===== src/rtl/dmc_pkg.sv =====
// Shared types and constants for the direct-mapped read cache.
// No dependencies; the files that use it refer to it by scoped names.
package dmc_pkg;

	localparam int ADDR_W = 12;
	localparam int BYTE_W = 8;
	localparam int MISS_W = 16;
	localparam int TIME_W = 32;
	localparam int CFG_W = 8;
	localparam int CFG_IDX_W = 1;

	// Geometry defaults; all three must be powers of two.
	localparam int LINE_SIZE_DEF = 16;
	localparam int LINE_COUNT_DEF = 8;
	localparam int RAM_SIZE_DEF = 4096;

	// Entries between the front and the back part.
	localparam int QUEUE_DEPTH = 2;

	localparam logic [CFG_W-1:0] MISS_PENALTY_RST = 8'd10;
	localparam logic [CFG_W-1:0] HIT_COST_RST = 8'd1;

	localparam logic [CFG_IDX_W-1:0] CFG_MISS_PENALTY = 1'b0;
	localparam logic [CFG_IDX_W-1:0] CFG_HIT_COST = 1'b1;

	localparam logic CMD_LOAD = 1'b0;
	localparam logic CMD_ACCESS = 1'b1;

	typedef enum logic {
		KIND_LOAD = 1'b0,
		KIND_ACCESS = 1'b1
	} kind_t;

	typedef struct packed {
		logic command;
		logic [ADDR_W-1:0] address;
		logic [BYTE_W-1:0] load_byte;
	} item_t;

	typedef struct packed {
		logic hit;
		logic [BYTE_W-1:0] read_byte;
		logic [MISS_W-1:0] misses_so_far;
		logic [TIME_W-1:0] time_so_far;
	} result_t;

	// One classified item waiting for the back part.
	typedef struct packed {
		kind_t kind;
		logic [ADDR_W-1:0] address;
		logic [BYTE_W-1:0] load_byte;
	} entry_t;

endpackage


===== src/rtl/dmc_front.sv =====
// Front part: accepts items, classifies them and queues them for the back part.
// Depends on dmc_pkg.
module dmc_front (
	input logic clk,
	input logic arst_n,
	input logic start,
	input dmc_pkg::item_t item,
	output logic busy,
	output logic hd_valid,
	output dmc_pkg::entry_t hd_entry,
	input logic pop
);

	localparam int PW = $clog2(dmc_pkg::QUEUE_DEPTH);

	dmc_pkg::entry_t slot_q [dmc_pkg::QUEUE_DEPTH];
	logic [PW-1:0] wr_ptr_q;
	logic [PW-1:0] rd_ptr_q;
	logic [PW:0] cnt_q;
	logic push;
	logic do_pop;
	dmc_pkg::entry_t new_entry;

	assign busy = (cnt_q == (PW+1)'(dmc_pkg::QUEUE_DEPTH));
	assign hd_valid = (cnt_q != '0);
	assign hd_entry = slot_q[rd_ptr_q];
	assign push = start && !busy;
	assign do_pop = pop && hd_valid;

	always_comb begin
		new_entry.kind = (item.command == dmc_pkg::CMD_ACCESS) ?
			dmc_pkg::KIND_ACCESS : dmc_pkg::KIND_LOAD;
		new_entry.address = item.address;
		new_entry.load_byte = item.load_byte;
	end

	always_ff @(posedge clk) begin
		if (push) begin
			slot_q[wr_ptr_q] <= new_entry;
		end
	end

	always_ff @(posedge clk or negedge arst_n) begin
		if (!arst_n) begin
			wr_ptr_q <= '0;
			rd_ptr_q <= '0;
			cnt_q <= '0;
		end else begin
			if (push) begin
				wr_ptr_q <= PW'(wr_ptr_q + 1'b1);
			end
			if (do_pop) begin
				rd_ptr_q <= PW'(rd_ptr_q + 1'b1);
			end
			case ({push, do_pop})
				2'b10: cnt_q <= (PW+1)'(cnt_q + 1'b1);
				2'b01: cnt_q <= (PW+1)'(cnt_q - 1'b1);
				default: cnt_q <= cnt_q;
			endcase
		end
	end

endmodule


===== config.mk =====
export PLATFORM = sky130hd
export DESIGN_NAME = dmc_front
export DESIGN_NICKNAME = d
export VERILOG_FILES = /design/src/rtl/dmc_pkg.sv /design/src/rtl/dmc_front.sv
export SDC_FILE = /design/constraint.sdc
export NUM_CORES = 1
export LEC_CHECK = 0
export ABC_AREA = 0
export ABC_CLOCK_PERIOD_IN_PS = 4100
export BUFFER_PORTS_ARGS = -buffer_cell sky130_fd_sc_hd__buf_2
export CAP_MARGIN = 20
export CORE_UTILIZATION = 54
export DETAILED_ROUTE_END_ITERATION = 12
export PLACE_DENSITY_LB_ADDON = 0.3
export SYNTH_ARGS = -nofsm -noshare
export SYNTH_HDL_FRONTEND = slang
export SYNTH_SLANG_ARGS = --single-unit

===== constraint.sdc =====
create_clock -name clk -period 4.1 [get_ports clk]
set_input_delay 0.205 -clock clk [delete_from_list [all_inputs] [get_ports clk]]
set_output_delay 0.205 -clock clk [all_outputs]
set_load 0.02 [all_outputs]

Word-level counts from Yosys, hierarchy flattened
Memory sizes are Yosys's and may differ from the RTL's.
Index checks and enable logic that the tools add are counted.
{"block": "word_totals", "reg_bits": 4, "mem_bits_rw": 42, "output_inout_bits": 23, "n_memories": 1}
{"block": "classes", "addsub": 4, "eq_ne": 3, "n_mux": 4, "n_reduce_logical": 5}
{"name": "slot_q", "words": 2, "width": 21, "read_ports": 1, "rd_ports_with_merged_regs": 0, "write_ports": 1, "line_no": "dmc_front.sv:16", "rtl": "dmc_pkg::entry_t slot_q [dmc_pkg::QUEUE_DEPTH];"}
{"operator": "$eq A2 B2 Y1 const B", "count": 2}
{"operator": "$pmux W2 S2", "count": 1}
{"operator": "$reduce_bool A2 Y1", "count": 2}
{"operator": "$mux W1", "count": 3}
{"operator": "$add A1 B1 Y1 const B", "count": 2}
{"operator": "$add A2 B1 Y2 const B", "count": 1}
{"operator": "$eq A2 B1 Y1 const B", "count": 1}
{"operator": "$logic_and A1 B1 Y1", "count": 2}
{"operator": "$sub A2 B1 Y2 const B", "count": 1}
{"operator": "$logic_not A1 Y1", "count": 1}

Logic depth before layout (Yosys ltp)
Gate-level depths: netlist of run 1.
{"block": "depth", "depth_word": 5, "mapped_depth": 6, "ltp_nobuf": 6}

Worst setup path after synthesis of run 1
Ideal clock, no wire load.
{"block": "synth_path", "path_type": "register -> register", "startpoint": "register cnt_q[0]", "endpoint": "memory slot_q[0][0] in the netlist's numbering (enable)", "arrival_time_ns": 1.530, "path_slack_ns": 2.171, "stages_incl_launch_ff": 4, "synth_period_minus_slack_ns": 1.929, "cell_sequence": "dfrtp_1 > nand2b_1 > nand2_1 > nor2_1"}
{"block": "synth_between", "elab_chain_len": 5}
{"item": "start, declared", "line_no": "dmc_front.sv:19", "rtl": "logic [PW:0] cnt_q;"}
{"item": "start signal, assigned", "line_no": "dmc_front.sv:56", "rtl": "2'b10: cnt_q <= (PW+1)'(cnt_q + 1'b1);"}
{"item": "start signal, assigned", "line_no": "dmc_front.sv:57", "rtl": "2'b01: cnt_q <= (PW+1)'(cnt_q - 1'b1);"}
{"item": "start signal, assigned", "line_no": "dmc_front.sv:58", "rtl": "default: cnt_q <= cnt_q;"}
{"item": "$eq A2 B2 Y1", "line_no": "dmc_front.sv:24", "rtl": "assign busy = (cnt_q == (PW+1)'(dmc_pkg::QUEUE_DEPTH));"}
{"item": "$logic_not A1 Y1", "line_no": "dmc_front.sv:27", "rtl": "assign push = start && !busy;"}
{"item": "$logic_and A1 B1 Y1", "line_no": "dmc_front.sv:27"}
{"item": "$mux W1", "line_no": "dmc_front.sv:38", "rtl": "if (push) begin"}
{"item": "$mux W1 (not written as such)", "line_no": "dmc_front.sv:39", "rtl": "slot_q[wr_ptr_q] <= new_entry;"}
{"item": "end, declared", "line_no": "dmc_front.sv:16"}
No other way between the ends.

==> results of run 1 <==
## synthesized netlist by cell type
cell type,count
edfxtp_1,42
inv_1,1
buf_4,2
ha_1,1
nor2_1,2
and2_4,1
and3_1,1
nand2b_1,1
mux2_2,21
xnor2_1,3
or2_1,1
dfrtp_1,4
nand2_1,1
xor2_1,2
## area by class of cell
cell class,count,area [µm²]
flip-flops and latches,46,1360
fillers,215,978
multi-input cells,34,334
repair buffers,48,245
well taps,44,55.1
clock buffers,6,41.3
clock inverters,2,8.76
inverters,1,3.75
## how the worst min path moves through the flow
stage	slack, ns	cells past startpoint	endpoint	from
2_1_floorplan	-0.09	0	cnt_q[0]$_DFFE_PN0P_	arst_n
3_3_place_gp	0.01	1	cnt_q[1]$_DFFE_PN0P_	arst_n
3_5_place_dp	0.02	1	wr_ptr_q$_DFFE_PN0P_	arst_n
4_1_cts	0.02	1	slot_q[1][18]$_DFFE_PP_	item[18]
5_1_grt	0.007	1	slot_q[0][6]$_DFFE_PP_	item[6]
6_report	0.04	1	slot_q[0][18]$_DFFE_PP_	item[18]
## metrics by stage
| stage | cells | area [µm²] |
|---|---|---|
| global placement | 172 | 1990 |
| detailed placement | 172 | 1990 |
| floorplan | 83 | 1710 |
| CTS | 181 | 2050 |
| finish | 181 | 2050 |
| global route | 181 | 2050 |
## flip-flops by register name, summed over array words and instances (netlist names)
register and cells:
rd_ptr_q 1, wr_ptr_q 1, cnt_q 2, slot_q 42
## critical path, cell delays in order, from the launching register on
cell and delay [ns]:
dfrtp_1 0.97, mux2_2 0.42, buf_2 0.16
## cells in the final DEF, fill, tap and decap left out
cell	Yosys	layout
buf_2	0	47
edfxtp_1	42	42
mux2_2	21	21
clkbuf_4	0	5
dfrtp_1	4	4
xnor2_1	3	3
xor2_1	2	2
or2_1	1	1
and2_4	1	1
nand2b_1	1	1
inv_1	1	1
nand2_1	1	1
and3_1	1	1
nor2_2	0	1
nor2_1	2	1
ha_1	1	1
clkinv_2	0	1
clkbuf_1	0	1
clkinv_1	0	1
dlygate4sd3_1	0	1
## per-layer routing
layer | GRT usage (%) | share of wire [%] | vias to the layer above
met4 | 10.2 | 1.8 | 0
met3 | 4.84 | 4.7 | 5
met5 | 0 | 0 | -
met1 | 19.8 | 42 | 413
met2 | 26.8 | 51 | 26
li1 | - | - | 422
## power by group
group | total [W] | internal [W] | switching [W]
logic | 0.000494 | 0.000216 | 0.000279
registers | 0.000724 | 0.000647 | 0.0000773
clock network | 0.000194 | 0.0000646 | 0.000129
total | 0.00141 | 0.000927 | 0.000485
## logic make-up (layout without fill, tap and decap cells)
group         Yosys count  after routing  synth area share, %
flops                  46             46                 79.5
mux                    21             21                 13.8
simple gates            7              7                 2.27
xor+xnor                5              5                 2.56
buf+inv                 3             57                 1.10
fa+ha+maj               1              1                0.731
==> flow_summary_export.csv, run 1 <==
group,metric,value,unit
critical_path,arrival,1.89,ns
critical_path,critPathCaptureType,"primary output",
timing,post-route-period-util,51.1,%
yosys,yosys_warnings,0,
critical_path,critPathLaunchType,"flop",
yosys,seq_area_frac_synth,79.5,%
global_routing,grt_max_degree,23,
critical_path,reg2reg_slack,2.20,ns
global_routing,grt_pass1_wl,3840,µm
power_and_ir_drop,total_leakage_power,0.790,nW
clock_tree,clkLatencyLatePin,0.34,ns
yosys,syn_nets,109,
route,ant_nets,0,
critical_path,reg2reg_depth,3,
cells_and_area,nets,162,
placed_design,place.port_buffers,47,
critical_path,path_class,"flop to primary output",
yosys,synth_seq_cells,46,
die,die_w,58.3,µm
clock_tree,clock_sink_count,46,
route,wl,2480,µm
clock_tree,post_cts_resized,0,
cells_and_area,fin_util,67.7,%
global_routing,track_usage,16.6,%
clock_tree,h-tree-depth,2,
yosys,synth_area_leaders,"edfxtp_1, mux2_2, dfrtp_1",
cells_and_area,drive_above_1_share,55.5,%
route,drtPass1Iterations,3,
critical_path,r2r-end,"slot_q[0][14]$_DFFE_PP_",
timing,hold_ws,0.0388,ns
timing,hold_viol_final,0,
critical_path,required,3.89,ns
yosys,yosysUniqueCellTypes,14,
power_and_ir_drop,irDropWorstVdd,0.000481,V
clock_tree,clock_path_buffers,2,
route,drc,0,
die,die_area,3400,µm²
timing,rsz0062_at_grt,"false",
status,status,"complete, no violations",
global_routing,grt_pass1_vias,858,
power_and_ir_drop,powerDensity,689,nW/µm²
clock_tree,postCtsHoldBufs,1,
clock_tree,cts_tree,"done",
power_and_ir_drop,power,0.00141,W
critical_path,r2r_start,"cnt_q[0]$_DFFE_PN0P_",
timing,finalSetupViolations,0,
critical_path,endpoint,"hd_entry[4]",
die,io_pins,48,
timing,final_max_slew_viol_count,0,
die,start_util,56.5,%
timing,fmax,477,MHz
clock_tree,path_clk_slew,0.12,ns
route,wire_per_inst,13.7,µm
clock_tree,cts_buffers,5,
die,fp-row-count,20,
clock_tree,cts_setup_buffers,0,
route,avgViaCountPerCell,4.78,
cells_and_area,syn2layout_area_growth,19.7,%
yosys,netlist_instances,83,
placed_design,gp_congestion,0.630,
timing,fin_crit,2.10,ns
placed_design,pre_cts_ws,2.18,ns
die,core,3030,µm²
global_routing,antenna_found_initial,0,
worst_hold_path,hold_class,"input port to flop",
yosys,yosys.area.top_type,"edfxtp_1",
die,die_y,58.3,µm
timing,worstMarginPinSlew,1.06,ns
critical_path,crit_path_start,"rd_ptr_q$_DFFE_PN0P_",
yosys,syn-cell-area,1710,µm²
route,drtIter0Drc,42,
yosys,syn_area_per_cell,20.6,µm²
placed_design,post-dp-hpwl,1620,µm
timing,clock_skew,0.0108,ns
timing,setup_ws,2.00,ns
yosys,netlist.area_leader.share,73.7,%
timing,setup_tns,0,ns
cells_and_area,diodes,0,
route,vias,866,
critical_path,critPathMaxFanout,22,
timing,slew_headroom,29.4,%
clock_tree,clockRootBuffer,"clkbuf_4",
flow_run,drv_cap,0,
global_routing,grt_overflow_total,0,
(Power assumes the default switching activity.)
==> inputs of run 2 (changes only) <==
ABC_CLOCK_PERIOD_IN_PS = 2100   (was 4100)
CORE_UTILIZATION = 50   (was 54)
clock period = 2.1 ns   (was 4.1 ns; I/O delays follow)
==> flow_summary_export.csv, run 2 (synthesis results as in run 1) <==
group,metric,value,unit
status,status,"complete, no violations",
global_routing,grt_use_met2,32.2,%
placed_design,place.port_buffers,47,
timing,worstMarginPinSlew,0.290,ns
clock_tree,clockRootBuffer,"clkbuf_4",
cells_and_area,largest_reg_flops,42,
cells_and_area,stdcell_count,207,
placed_design,dpl_cell_area,2030,µm²
cells_and_area,drive_above_1_share,49.7,%
route,wl,2800,µm
die,die_area,3660,µm²
route,wire_per_inst,13.5,µm
cells_and_area,regMostFlops,"slot_q",
clock_tree,h-tree-depth,2,
die,die_w,60.5,µm
die,core,3150,µm²
clock_tree,path_clk_slew,0.12,ns
timing,slew_headroom,80.7,%
timing,fin_crit,1.61,ns
global_routing,grt_pass1_wl,4290,µm
route,ant_nets,0,
die,die_y,60.5,µm
die,io_pins,48,
power_and_ir_drop,irDropWorstVdd,0.000836,V
route,avgViaCountPerCell,4.68,
critical_path,path_class,"flop to primary output",
clock_tree,clkLatencyLatePin,0.34,ns
critical_path,critPathLaunchType,"flop",
clock_tree,clock_path_buffers,2,
critical_path,arrival,1.51,ns
critical_path,critPathMaxStageDelay,0.39,ns
route,drtPass1Iterations,4,
critical_path,cp_cell_sequence,"buf_4 -> mux2_2 -> buf_2",
clock_tree,cts_setup_buffers,0,
placed_design,pre_cts_ws,0.612,ns
critical_path,reg2reg_slack,0.59,ns
timing,finalSetupViolations,0,
die,fp-row-count,20,
global_routing,grt.busiest_layer,"met2",
global_routing,met3_usage,6.18,%
route,drtIter0Drc,32,
global_routing,track_usage,17.3,%
timing,hold_viol_final,0,
timing,clock_skew,0.00861,ns
global_routing,grt_max_degree,23,
cells_and_area,fin_area,2320,µm²
global_routing,met1_usage,16.2,%
power_and_ir_drop,powerDensity,1280,nW/µm²
timing,setup_ws,0.487,ns
clock_tree,post_cts_resized,0,
clock_tree,cts_tree,"done",
route,drc,0,
cells_and_area,nFillCells,230,
cells_and_area,largest_registers,"slot_q: 42 flops, cnt_q: 2 flops",
timing,post-route-period-util,76.8,%
worst_hold_path,hold_class,"input port to async pin",
die,start_util,54.3,%
critical_path,critPathCaptureType,"primary output",
global_routing,antenna_found_initial,0,
placed_design,post-dp-hpwl,1770,µm
clock_tree,cts_buffers,5,
global_routing,grt_pass1_vias,1017,
clock_tree,clock_sink_count,46,
timing,rsz0062_at_grt,"false",
placed_design,gp_congestion,0.604,
critical_path,cpMaxStageDelayCell,"mux2_2",
cells_and_area,multiInputGateArea,334,µm²
cells_and_area,final_cell_mix,"buf_2, edfxtp_1, dlygate4sd3_1",
timing,fmax,620,MHz
cells_and_area,syn2layout_area_growth,35.7,%
power_and_ir_drop,total_leakage_power,0.914,nW
timing,setup_tns,0,ns
route,vias,968,
cells_and_area,diodes,0,
critical_path,critPathMaxFanout,22,
cells_and_area,layout.cells.most_common,"buf_2",
placed_design,place.detailed.instances,177,
critical_path,required,2.00,ns
cells_and_area,nets,188,
flow_run,drv_cap,0,
cells_and_area,regArea,1360,µm²
global_routing,grt_overflow_total,0,
timing,final_max_slew_viol_count,0,
cells_and_area,fin_util,73.7,%
run 2: through the flow:
step	hold slack, ns	total power [W]
floorplan	-0.191	0.00212
global placement	-0.0884	0.00243
detailed placement	-0.0794	0.00246
CTS	0.0596	0.00299
global route	0.0675	0.00312
finish	0.0775	0.00296
run 2: final timing paths:
path,from,end,cells after the start
worst max-delay path,rd_ptr_q$_DFFE_PN0P_,hd_entry[13],3
worst min register to register,cnt_q[1]$_DFFE_PN0P_,cnt_q[1]$_DFFE_PN0P_,1
max in group asynchronous,arst_n,cnt_q[0]$_DFFE_PN0P_,2
worst min-delay path,arst_n,wr_ptr_q$_DFFE_PN0P_,2
worst max register to register,cnt_q[0]$_DFFE_PN0P_,cnt_q[1]$_DFFE_PN0P_,5
min in group clk,pop,rd_ptr_q$_DFFE_PN0P_,3
run 2: where the power goes:
group | total [W] | switching, W | internal, W
Sequential | 0.00133 | 0.0000707 | 0.00126
Combinational | 0.00113 | 0.000641 | 0.000489
Clock | 0.000506 | 0.000253 | 0.000253
Total | 0.00296 | 0.000964 | 0.00200
run 2: area by class of cell:
class                      instances  share of cell area (%)
sequential                        46                    58.6
timing repair buffer              74                    21.2
multi-input combinational         34                    14.4
tap                               44                    2.37
clock buffer                       7                    1.94
clock inverter                     1                    1.29
inverter                           1                   0.162
run 2: repair_timing:
action                                  4_1_cts  5_1_grt
endpoints found under the setup margin        0        0
endpoints found under the hold margin        46        0
hold buffers                                 22        0
run 2: per-layer routing:
| metal | routed length (µm) | share of wire (%) | up-vias |
|---|---|---|---|
| li1 | - | - | 473 |
| met1 | 1050 | 37 | 450 |
| met2 | 1510 | 54 | 39 |
| met3 | 188 | 6.7 | 6 |
| met4 | 55 | 2.0 | 0 |
| met5 | 0 | 0 | - |
run 2: critical path: cells and delay by family, from the launching register on:
| family | cells | cell delay [ns] |
|---|---|---|
| buf+inv | 2 | 0.44 |
| mux | 1 | 0.39 |
| flops | 1 | 0.34 |
